File: config.mk
export PLATFORM = sky130hd
export DESIGN_NAME = double_ended_queue_top
export DESIGN_NICKNAME = d
export VERILOG_FILES = /design/src/hdl/deq_pkg.sv /design/src/hdl/deq_cell.sv /design/src/hdl/deq_ring.sv /design/src/hdl/deq_ctrl.sv /design/src/hdl/double_ended_queue_top.sv
export VERILOG_INCLUDE_DIRS = /design/src /design/src/hdl
export SDC_FILE = /design/constraint.sdc
export NUM_CORES = 1
export LEC_CHECK = 0
export ABC_AREA = 1
export BUFFER_PORTS_ARGS = -buffer_cell sky130_fd_sc_hd__buf_2
export CAP_MARGIN = 20
export CORE_ASPECT_RATIO = 0.9
export CORE_MARGIN = 5
export CORE_UTILIZATION = 52
export DETAILED_ROUTE_END_ITERATION = 10
export MAX_ROUTING_LAYER = met4
export PLACE_DENSITY = 0.72
export SYNTH_ARGS = -nofsm -noshare
export SYNTH_HDL_FRONTEND = slang
export SYNTH_SLANG_ARGS = --single-unit
File: constraint.sdc
create_clock -name clk -period 2.32 [get_ports clk]
set_input_delay 0.116 -clock clk [delete_from_list [all_inputs] [get_ports clk]]
set_output_delay 0.116 -clock clk [all_outputs]
set_load 0.02 [all_outputs]
File: src/hdl/double_ended_queue_top_macros.svh
// ----------------------------------------------------------------------------
// double-ended queue assertion macros
// shared checks for the deque top level, clocked on clk, idle in reset
// ----------------------------------------------------------------------------
`ifndef DOUBLE_ENDED_QUEUE_TOP_MACROS_SVH
`define DOUBLE_ENDED_QUEUE_TOP_MACROS_SVH

// consequent holds in the same cycle as the antecedent
`define DEQ_ASSERT_SAME(lbl, ante, cons) \
  lbl: assert property (@(posedge clk) disable iff (!rst_n) (ante) |-> (cons)) \
    else $error("deque check failed in same cycle");

// consequent holds in the cycle after the antecedent
`define DEQ_ASSERT_NEXT(lbl, ante, cons) \
  lbl: assert property (@(posedge clk) disable iff (!rst_n) (ante) |=> (cons)) \
    else $error("deque check failed one cycle later");

`endif

File: src/hdl/deq_pkg.sv
// ----------------------------------------------------------------------------
// deq_pkg
// types and codes shared by the double-ended queue modules
// ----------------------------------------------------------------------------
`timescale 1ns / 1ps
`default_nettype none

package deq_pkg;

  // fixed widths of the word ports
  localparam int VAL_W  = 32;
  localparam int MODE_W = 2;
  localparam int STAT_W = 2;

  // operation codes
  typedef enum logic [MODE_W-1:0] {
    MODE_PUSH_HEAD = 2'd0,
    MODE_POP_HEAD  = 2'd1,
    MODE_PUSH_TAIL = 2'd2,
    MODE_POP_TAIL  = 2'd3
  } mode_t;

  // result status codes
  typedef enum logic [STAT_W-1:0] {
    STAT_DONE  = 2'd0,
    STAT_EMPTY = 2'd1,
    STAT_FULL  = 2'd2
  } status_t;

  // controller states
  typedef enum logic {
    CTL_IDLE = 1'b0,
    CTL_SEEK = 1'b1
  } ctl_state_t;

endpackage

`default_nettype wire

File: src/hdl/deq_cell.sv
// ----------------------------------------------------------------------------
// deq_cell
// one storage cell of the circulating chain: takes its neighbor's word or a load
// ----------------------------------------------------------------------------
`timescale 1ns / 1ps
`default_nettype none

module deq_cell #(
  parameter int WORD_BITS = 32
) (
  input  wire logic                 clk,
  input  wire logic [WORD_BITS-1:0] shift_in,
  input  wire logic [WORD_BITS-1:0] load_in,
  input  wire logic                 load_en,
  output logic      [WORD_BITS-1:0] q
);

  logic [WORD_BITS-1:0] word_r;
  logic [WORD_BITS-1:0] word_nxt;

  // load replaces the circulating word
  always_comb begin
    word_nxt = load_en ? load_in : shift_in;
  end

  always_ff @(posedge clk) begin
    word_r <= word_nxt;
  end

  assign q = word_r;

endmodule

`default_nettype wire

File: src/hdl/deq_ring.sv
// ----------------------------------------------------------------------------
// deq_ring
// chain of cells that rotates the whole store one slot per cycle
// ----------------------------------------------------------------------------
`timescale 1ns / 1ps
`default_nettype none

module deq_ring #(
  parameter int DEPTH     = 16,
  parameter int WORD_BITS = 32
) (
  input  wire logic                 clk,
  input  wire logic                 wr_en,
  input  wire logic [WORD_BITS-1:0] wr_data,
  output logic      [WORD_BITS-1:0] tap
);

  logic [WORD_BITS-1:0] cell_q [DEPTH];

  // cell 0 is the access port; the last cell closes the loop or takes a write
  for (genvar i = 0; i < DEPTH; i++) begin : g_cell
    if (i == DEPTH - 1) begin : g_last
      deq_cell #(.WORD_BITS(WORD_BITS)) u_cell (
        .clk      (clk),
        .shift_in (cell_q[0]),
        .load_in  (wr_data),
        .load_en  (wr_en),
        .q        (cell_q[i])
      );
    end else begin : g_mid
      deq_cell #(.WORD_BITS(WORD_BITS)) u_cell (
        .clk      (clk),
        .shift_in (cell_q[i+1]),
        .load_in  (wr_data),
        .load_en  (1'b0),
        .q        (cell_q[i])
      );
    end
  end

  assign tap = cell_q[0];

endmodule

`default_nettype wire

File: src/hdl/deq_ctrl.sv
// ----------------------------------------------------------------------------
// deq_ctrl
// head/fill bookkeeping, slot tracking on the rotating chain and result register
// ----------------------------------------------------------------------------
`timescale 1ns / 1ps
`default_nettype none

module deq_ctrl
  import deq_pkg::*;
#(
  parameter int DEPTH     = 16,
  parameter int WORD_BITS = 32,
  parameter int CNT_W     = 5
) (
  input  wire logic                 clk,
  input  wire logic                 rst_n,
  // operation channel
  input  wire logic                 in_valid,
  output logic                      in_stall,
  input  wire logic [MODE_W-1:0]    in_mode,
  input  wire logic signed [VAL_W-1:0] in_push_value,
  // result channel
  output logic                      out_valid,
  input  wire logic                 out_stall,
  output logic signed [VAL_W-1:0]   out_pop_value,
  output logic [STAT_W-1:0]         out_status,
  output logic [CNT_W-1:0]          out_element_count,
  output logic                      out_is_empty,
  // chain port
  output logic                      ring_wr_en,
  output logic [WORD_BITS-1:0]      ring_wr_data,
  input  wire logic [WORD_BITS-1:0] ring_tap
);

  localparam int IDX_W = $clog2(DEPTH);
  localparam int SUM_W = CNT_W + 1;
  localparam logic [IDX_W-1:0] LAST_IDX  = IDX_W'(DEPTH - 1);
  localparam logic [CNT_W-1:0] FULL_CNT  = CNT_W'(DEPTH);
  localparam logic [SUM_W-1:0] DEPTH_SUM = SUM_W'(DEPTH);

  ctl_state_t           state_r, state_nxt;
  logic [IDX_W-1:0]     pos_r, pos_nxt;
  logic [IDX_W-1:0]     front_r, front_nxt;
  logic [CNT_W-1:0]     fill_r, fill_nxt;
  mode_t                mode_r;
  logic [WORD_BITS-1:0] value_r;
  logic [IDX_W-1:0]     slot_r;
  logic                 refused_r;
  logic                 out_valid_r, out_valid_nxt;
  logic [WORD_BITS-1:0] pop_r;
  status_t              status_r;
  logic [CNT_W-1:0]     count_r;

  mode_t                mode_in;
  logic                 accept;
  logic                 finish;
  logic                 out_free;
  logic                 hit;
  logic                 is_full;
  logic                 is_void;
  logic [SUM_W-1:0]     sum_push;
  logic [SUM_W-1:0]     sum_pop;
  logic [IDX_W-1:0]     tail_push_slot;
  logic [IDX_W-1:0]     tail_pop_slot;
  logic [IDX_W-1:0]     head_push_slot;
  logic [IDX_W-1:0]     slot_sel;
  logic                 refused_sel;

  // position of the slot now sitting in cell 0
  always_comb begin
    pos_nxt = (pos_r == LAST_IDX) ? '0 : pos_r + IDX_W'(1);
  end

  // slot addressed by an incoming operation
  always_comb begin
    mode_in  = mode_t'(in_mode);
    is_full  = (fill_r == FULL_CNT);
    is_void  = (fill_r == '0);
    sum_push = SUM_W'(front_r) + SUM_W'(fill_r);
    sum_pop  = sum_push - SUM_W'(1);
    tail_push_slot = (sum_push >= DEPTH_SUM) ? IDX_W'(sum_push - DEPTH_SUM)
                                             : IDX_W'(sum_push);
    tail_pop_slot  = (sum_pop >= DEPTH_SUM) ? IDX_W'(sum_pop - DEPTH_SUM)
                                            : IDX_W'(sum_pop);
    head_push_slot = (front_r == '0) ? LAST_IDX : front_r - IDX_W'(1);
    case (mode_in)
      MODE_PUSH_HEAD: begin
        slot_sel    = head_push_slot;
        refused_sel = is_full;
      end
      MODE_POP_HEAD: begin
        slot_sel    = front_r;
        refused_sel = is_void;
      end
      MODE_PUSH_TAIL: begin
        slot_sel    = tail_push_slot;
        refused_sel = is_full;
      end
      default: begin
        slot_sel    = tail_pop_slot;
        refused_sel = is_void;
      end
    endcase
  end

  // next state
  always_comb begin
    state_nxt = state_r;
    unique case (state_r)
      CTL_IDLE: if (in_valid) state_nxt = CTL_SEEK;
      CTL_SEEK: if (finish) state_nxt = CTL_IDLE;
      default:  state_nxt = CTL_IDLE;
    endcase
  end

  // state outputs
  always_comb begin
    out_free = !out_valid_r || !out_stall;
    hit      = (pos_r == slot_r);
    in_stall = 1'b1;
    accept   = 1'b0;
    finish   = 1'b0;
    unique case (state_r)
      CTL_IDLE: begin
        in_stall = 1'b0;
        accept   = in_valid;
      end
      CTL_SEEK: begin
        finish = (refused_r || hit) && out_free;
      end
      default: begin
        in_stall = 1'b1;
      end
    endcase
    ring_wr_en   = finish && !refused_r &&
                   ((mode_r == MODE_PUSH_HEAD) || (mode_r == MODE_PUSH_TAIL));
    ring_wr_data = value_r;
  end

  // head and fill after the operation completes
  always_comb begin
    front_nxt = front_r;
    fill_nxt  = fill_r;
    if (!refused_r) begin
      case (mode_r)
        MODE_PUSH_HEAD: begin
          front_nxt = slot_r;
          fill_nxt  = fill_r + CNT_W'(1);
        end
        MODE_POP_HEAD: begin
          front_nxt = (slot_r == LAST_IDX) ? '0 : slot_r + IDX_W'(1);
          fill_nxt  = fill_r - CNT_W'(1);
        end
        MODE_PUSH_TAIL: begin
          fill_nxt = fill_r + CNT_W'(1);
        end
        default: begin
          fill_nxt = fill_r - CNT_W'(1);
        end
      endcase
    end
  end

  // result register hand-off
  always_comb begin
    if (finish) begin
      out_valid_nxt = 1'b1;
    end else begin
      out_valid_nxt = out_valid_r && out_stall;
    end
  end

  // control registers
  always_ff @(posedge clk) begin
    if (!rst_n) begin
      state_r     <= CTL_IDLE;
      pos_r       <= '0;
      front_r     <= '0;
      fill_r      <= '0;
      out_valid_r <= 1'b0;
    end else begin
      state_r     <= state_nxt;
      pos_r       <= pos_nxt;
      out_valid_r <= out_valid_nxt;
      if (finish) begin
        front_r <= front_nxt;
        fill_r  <= fill_nxt;
      end
    end
  end

  // operation capture
  always_ff @(posedge clk) begin
    if (accept) begin
      mode_r    <= mode_in;
      value_r   <= WORD_BITS'($unsigned(in_push_value));
      slot_r    <= slot_sel;
      refused_r <= refused_sel;
    end
  end

  // result word
  always_ff @(posedge clk) begin
    if (finish) begin
      count_r <= fill_nxt;
      if (refused_r) begin
        pop_r    <= '0;
        status_r <= ((mode_r == MODE_POP_HEAD) || (mode_r == MODE_POP_TAIL))
                    ? STAT_EMPTY : STAT_FULL;
      end else begin
        pop_r    <= ((mode_r == MODE_POP_HEAD) || (mode_r == MODE_POP_TAIL))
                    ? ring_tap : '0;
        status_r <= STAT_DONE;
      end
    end
  end

  assign out_valid         = out_valid_r;
  assign out_pop_value     = VAL_W'($unsigned(pop_r));
  assign out_status        = status_r;
  assign out_element_count = count_r;
  assign out_is_empty      = (count_r == '0);

endmodule

`default_nettype wire

File: src/hdl/double_ended_queue_top.sv
// ----------------------------------------------------------------------------
// double_ended_queue_top
// bounded double-ended queue of signed words on a circulating chain of cells
// ----------------------------------------------------------------------------
// Each operation word (push head, pop head, push tail, pop tail) gives one result
// word with the popped value, a status, the element count and an empty flag.
// The store is a ring of DEPTH cells that rotates one slot every cycle. Reads
// are taken at cell 0, the port cell at the front of the chain, and writes load
// the last cell in place of the word leaving cell 0. The time from acceptance
// to result is set by how far the addressed slot is from the port cell; refused
// operations (pop from empty, push into full) finish without waiting for it. One
// operation is worked on at a time, and a held result word does not block the
// next operation from being accepted. No clearing pass is needed after reset.
`timescale 1ns / 1ps
`default_nettype none

`include "double_ended_queue_top_macros.svh"

module double_ended_queue_top
  import deq_pkg::*;
#(
  parameter int  DEPTH     = 16,
  parameter int  WORD_BITS = 32,
  localparam int CNT_W     = $clog2(DEPTH + 1)
) (
  input  wire logic                    clk,
  input  wire logic                    rst_n,
  input  wire logic                    in_valid,
  output logic                         in_stall,
  input  wire logic [MODE_W-1:0]       in_mode,
  input  wire logic signed [VAL_W-1:0] in_push_value,
  output logic                         out_valid,
  input  wire logic                    out_stall,
  output logic signed [VAL_W-1:0]      out_pop_value,
  output logic [STAT_W-1:0]            out_status,
  output logic [CNT_W-1:0]             out_element_count,
  output logic                         out_is_empty
);

  localparam logic [CNT_W-1:0] FULL_CNT = CNT_W'(DEPTH);

  logic                 ring_wr_en;
  logic [WORD_BITS-1:0] ring_wr_data;
  logic [WORD_BITS-1:0] ring_tap;

  // bookkeeping and result register
  deq_ctrl #(
    .DEPTH     (DEPTH),
    .WORD_BITS (WORD_BITS),
    .CNT_W     (CNT_W)
  ) u_ctrl (
    .clk               (clk),
    .rst_n             (rst_n),
    .in_valid          (in_valid),
    .in_stall          (in_stall),
    .in_mode           (in_mode),
    .in_push_value     (in_push_value),
    .out_valid         (out_valid),
    .out_stall         (out_stall),
    .out_pop_value     (out_pop_value),
    .out_status        (out_status),
    .out_element_count (out_element_count),
    .out_is_empty      (out_is_empty),
    .ring_wr_en        (ring_wr_en),
    .ring_wr_data      (ring_wr_data),
    .ring_tap          (ring_tap)
  );

  // rotating storage chain
  deq_ring #(
    .DEPTH     (DEPTH),
    .WORD_BITS (WORD_BITS)
  ) u_ring (
    .clk     (clk),
    .wr_en   (ring_wr_en),
    .wr_data (ring_wr_data),
    .tap     (ring_tap)
  );

  // checks
  `DEQ_ASSERT_SAME(a_empty_flag, out_valid, out_is_empty == (out_element_count == '0))
  `DEQ_ASSERT_SAME(a_count_bound, out_valid, out_element_count <= FULL_CNT)
  `DEQ_ASSERT_SAME(a_full_count, out_valid && out_status == STAT_FULL, out_element_count == FULL_CNT)
  `DEQ_ASSERT_NEXT(a_one_at_a_time, in_valid && !in_stall, in_stall)

endmodule

`default_nettype wire

==> metrics.txt <==
# TYPE chip_impl_metric gauge
chip_impl_metric{name="timing.fmax",unit="GHz"} 0.500
chip_impl_metric{name="final.min_clock_period",unit="ns"} 2.00
chip_impl_metric{name="design_area",unit="mm²"} 0.0176
chip_impl_metric{name="place_congestion",unit=""} 0.816
chip_impl_metric{name="drt_first_iter_violations",unit=""} 326
chip_impl_info{name="rr_endpoint",value="u_ctrl.slot_r[2]$_DFFE_PP_"} 1
chip_impl_metric{name="port-buffer-count",unit=""} 79
chip_impl_metric{name="placement.cell_area",unit="mm²"} 0.0156
chip_impl_metric{name="tightest_slew",unit="ns"} 0.621
chip_impl_metric{name="antenna_violating_nets_post_route",unit=""} 0
chip_impl_metric{name="cts_buffers",unit=""} 51
chip_impl_info{name="critPathLaunchType",value="flop"} 1
chip_impl_info{name="crit_chain",value="ha_1, inv_1, fa_1, ha_1, xor2_1, nand2_1, o2111ai_1"} 1
chip_impl_metric{name="syn-num-nets",unit=""} 1035
chip_impl_metric{name="hold-worst-slack",unit="ns"} 0.270
chip_impl_info{name="worst_setup_path_endpoint",value="u_ctrl.slot_r[2]$_DFFE_PP_"} 1
chip_impl_metric{name="ir_drop",unit="V"} 0.000598
chip_impl_metric{name="row_count",unit=""} 58
chip_impl_metric{name="reported_leakage_power",unit="nW"} 7.36
chip_impl_metric{name="detailed_place_hpwl",unit="µm"} 12200
chip_impl_metric{name="die-height",unit="µm"} 169
chip_impl_metric{name="core_area",unit="mm²"} 0.0279
chip_impl_metric{name="fin_setup_tns",unit="ns"} 0
chip_impl_metric{name="synth_async_sr_flop_share",unit="%"} 0
chip_impl_metric{name="synth_seq_cells",unit=""} 605
chip_impl_metric{name="clock_tree.buffer_depth",unit=""} 3
chip_impl_metric{name="h-tree-depth",unit=""} 2
chip_impl_info{name="start_of_the_worst_register_to_register_path",value="u_ctrl.fill_r[0]$_SDFFE_PN0P_"} 1
chip_impl_metric{name="synthesis.yosys.warnings",unit=""} 0
chip_impl_info{name="min-delay-start",value="in_push_value[5]"} 1
chip_impl_metric{name="grt_util_all_layers",unit="%"} 13.7
chip_impl_metric{name="grt_overflow",unit=""} 0
chip_impl_metric{name="global_route_wire_length_before_repair",unit="µm"} 33800
chip_impl_info{name="tritoncts",value="yes"} 1
chip_impl_metric{name="finalNetCount",unit=""} 1205
chip_impl_metric{name="worst-r2r-cell-count",unit=""} 7
chip_impl_metric{name="worst-endpoint-arrival",unit="ns"} 2.27
chip_impl_info{name="root_buffer",value="sky130_fd_sc_hd__clkbuf_16"} 1
chip_impl_metric{name="finalWirelength",unit="µm"} 20600
chip_impl_info{name="cpMostUsedCell",value="sky130_fd_sc_hd__ha_1"} 1
chip_impl_metric{name="io-pin-count",unit=""} 80
chip_impl_metric{name="drc",unit=""} 0
chip_impl_metric{name="synth-edff-count",unit=""} 78
chip_impl_metric{name="timing.slew.headroom",unit="%"} 58.6
chip_impl_metric{name="dr.pass1.iters",unit=""} 4
chip_impl_info{name="grt_setup_unrepaired",value="no"} 1
chip_impl_metric{name="antenna_found_initial",unit=""} 0
chip_impl_metric{name="die_x",unit="µm"} 187
chip_impl_metric{name="cts_post_setup_buffers_inserted",unit=""} 0
chip_impl_metric{name="clk-insertion-delay-late",unit="ns"} 0.56
chip_impl_metric{name="hold_violations",unit=""} 0
chip_impl_metric{name="layout_overhead_on_the_synthesized_area",unit="%"} 20.1
chip_impl_metric{name="crit_required",unit="ns"} 2.59
chip_impl_metric{name="post-route-period-util",unit="%"} 86.2
chip_impl_info{name="worstSetupEndpointType",value="flop"} 1
chip_impl_metric{name="worst-path-max-fanout",unit=""} 5
chip_impl_metric{name="antenna-diode-count",unit=""} 0
chip_impl_metric{name="final-max-slew-violation-count",unit=""} 0
chip_impl_metric{name="maxCapViolations",unit=""} 0
chip_impl_info{name="dominantRegCellSynth",value="sky130_fd_sc_hd__dfxtp_1"} 1
chip_impl_metric{name="pwr_density_cell",unit="mW/mm²"} 1160
chip_impl_metric{name="synth.cell_area",unit="mm²"} 0.0147
chip_impl_metric{name="starting_density",unit="%"} 52.7
chip_impl_metric{name="hold_fix_buffers_at_cts",unit=""} 39
chip_impl_info{name="crit_path_start",value="u_ctrl.fill_r[0]$_SDFFE_PN0P_"} 1
chip_impl_info{name="status",value="complete, no violations"} 1
chip_impl_metric{name="post_cts.resized_instances",unit=""} 0
chip_impl_info{name="criticalPathCategory",value="flop to flop"} 1
chip_impl_metric{name="rrSetupSlack",unit="ns"} 0.32
chip_impl_metric{name="vias",unit=""} 6656
chip_impl_metric{name="cts.sinks",unit=""} 605
chip_impl_metric{name="avgViaCountPerCell",unit=""} 4.28
chip_impl_metric{name="crit_path_max_incr_delay",unit="ns"} 0.48
chip_impl_metric{name="number_of_global_route_vias_before_repair",unit=""} 6819
chip_impl_info{name="min_path_type",value="primary input to flop"} 1
chip_impl_metric{name="post_synth_inst_count",unit=""} 985
chip_impl_info{name="critical-path-slowest-cell",value="sky130_fd_sc_hd__fa_1"} 1
chip_impl_metric{name="drt-wirelength-per-cell",unit="µm"} 13.2
chip_impl_metric{name="avgSynthCellArea",unit="µm²"} 14.9
chip_impl_metric{name="synth-seq-area-share",unit="%"} 87.8
chip_impl_metric{name="final_layout_size_suffix_gt1_share",unit="%"} 16.2
chip_impl_metric{name="clkTransAtPathRegs",unit="ns"} 0.06
chip_impl_metric{name="setup_violators_final",unit=""} 0
chip_impl_metric{name="dieArea",unit="mm²"} 0.0317
chip_impl_metric{name="ys_types",unit=""} 32
chip_impl_metric{name="grt_max_degree",unit=""} 40
chip_impl_metric{name="fin_skew",unit="ns"} 0.0230
-- where the power goes --
group	switching, W	total, W	internal, W
Combinational	0.000383	0.000619	0.000236
Sequential	0.000203	0.0115	0.0113
Clock	0.00356	0.00830	0.00473
-- cells in the mapped netlist, types with 2 or more instances --
cell type                     n  area [µm²]
sky130_fd_sc_hd__a21oi_1      5        25.0
sky130_fd_sc_hd__buf_2        7        35.0
sky130_fd_sc_hd__buf_6        2        22.5
sky130_fd_sc_hd__dfxtp_1    527       10600
sky130_fd_sc_hd__edfxtp_1    78        2340
sky130_fd_sc_hd__fa_1         2        40.0
sky130_fd_sc_hd__ha_1        10         125
sky130_fd_sc_hd__inv_1       68         255
sky130_fd_sc_hd__inv_2        2        7.51
sky130_fd_sc_hd__nand2_1    150         563
sky130_fd_sc_hd__nand2_2     11        68.8
sky130_fd_sc_hd__nand3_1     14        70.1
sky130_fd_sc_hd__nand4_1      5        31.3
sky130_fd_sc_hd__nor2_1      64         240
sky130_fd_sc_hd__nor3_1       3        15.0
sky130_fd_sc_hd__o2111ai_1    2        17.5
sky130_fd_sc_hd__o21ai_0     14        70.1
sky130_fd_sc_hd__or2_2        2        12.5
sky130_fd_sc_hd__xnor2_1      4        35.0
sky130_fd_sc_hd__xor2_1       3        26.3
-- how the worst min path moves through the flow --
stage                                                    to  cells after the start
after floorplan                  u_ctrl.mode_r[0]$_DFFE_PP_                      0
after global placement     u_ctrl.ring_wr_data[4]$_DFFE_PP_                      1
after detailed placement  u_ctrl.ring_wr_data[10]$_DFFE_PP_                      1
after CTS                 u_ctrl.ring_wr_data[28]$_DFFE_PP_                      2
after global routing      u_ctrl.ring_wr_data[24]$_DFFE_PP_                      2
final                      u_ctrl.ring_wr_data[5]$_DFFE_PP_                      2
-- per-stage QoR --
step | utilization [%] | worst slack (ns) | std cells | total power, W
after detailed placement | 55.8 | 0.322 | 1423 | 0.0123
after global placement | 55.8 | 0.387 | 1423 | 0.0122
after global routing | 63.3 | 0.154 | 1555 | 0.0212
after floorplan | - | 0.0696 | 985 | 0.0120
after CTS | 63.3 | 0.320 | 1555 | 0.0206
final | 63.3 | 0.320 | 1555 | 0.0204
-- layout by cell type, fill, tap and decap left out, types with 4 or more instances in the layout --
master                          netlist  layout
sky130_fd_sc_hd__dfxtp_1            527     527
sky130_fd_sc_hd__nand2_1            150     150
sky130_fd_sc_hd__buf_2                7      79
sky130_fd_sc_hd__edfxtp_1            78      78
sky130_fd_sc_hd__inv_1               68      67
sky130_fd_sc_hd__nor2_1              64      63
sky130_fd_sc_hd__clkbuf_16            0      53
sky130_fd_sc_hd__dlygate4sd3_1        0      39
sky130_fd_sc_hd__o21ai_0             14      14
sky130_fd_sc_hd__nand3_1             14      14
sky130_fd_sc_hd__nand2_2             11      11
sky130_fd_sc_hd__clkinv_2             0      11
sky130_fd_sc_hd__clkbuf_1             1      11
sky130_fd_sc_hd__ha_1                10      10
sky130_fd_sc_hd__clkbuf_8             0       9
sky130_fd_sc_hd__buf_4                0       8
sky130_fd_sc_hd__a21oi_1              5       5
sky130_fd_sc_hd__nand4_1              5       5
sky130_fd_sc_hd__xnor2_1              4       4
-- sequential cells by signal, summed over array words and instances (netlist names) --
signal                         count
u_ctrl.out_status                  2
u_ctrl.slot_r                      4
u_ctrl.out_element_count           5
u_ctrl.refused_r                   1
u_ctrl.fill_r                      5
u_ctrl.out_valid                   1
u_ctrl.state_r                     1
u_ring.g_cell.g_mid.u_cell.q     480
u_ctrl.ring_wr_data               32
u_ctrl.mode_r                      2
u_ring.g_cell.g_last.u_cell.q     32
u_ctrl.pos_r                       4
u_ctrl.front_r                     4
u_ctrl.out_pop_value              32
-- critical path: cells and delay by family, from the launching register on --
family | cells | cell delay [ns]
adders and majority gates | 3 | 0.91
xor gates and xnor gates | 1 | 0.16
DFF | 1 | 0.44
AOI/OAI and AO/OA | 1 | 0.11
buffers and inverters | 1 | 0.05
and+or+nand+nor | 1 | 0.06
-- kinds of logic after synthesis --
kind of cell / Yosys count / share of synthesized area, %
flip-flops: 605 / 87.8
AND/OR/NAND/NOR: 256 / 7.41
buffers and inverters: 81 / 2.34
AO/OA/AOI/OAI: 24 / 0.920
adder cells (fa/ha/maj): 12 / 1.12
XOR/XNOR: 7 / 0.417
-- cell type report --
cell class,count,area (µm²)
clock buffer,73,1490
clock inverter,20,191
fill,2053,10200
inverter,70,263
multi-input combinational,299,1460
sequential,605,12900
tap,360,450
timing repair buffer,128,886
-- per-layer routing --
metal | part of all wire [%] | track usage (%) | up-vias | wire [µm]
li1 | - | - | 3422 | -
met1 | 49 | 18.0 | 3084 | 10100
met3 | 4.2 | 2.98 | 38 | 866
met5 | 0 | - | - | 0
met4 | 2.0 | 4.76 | 0 | 418
met2 | 45 | 21.2 | 112 | 9170
Note: power is estimated with default switching activity, not from simulation.
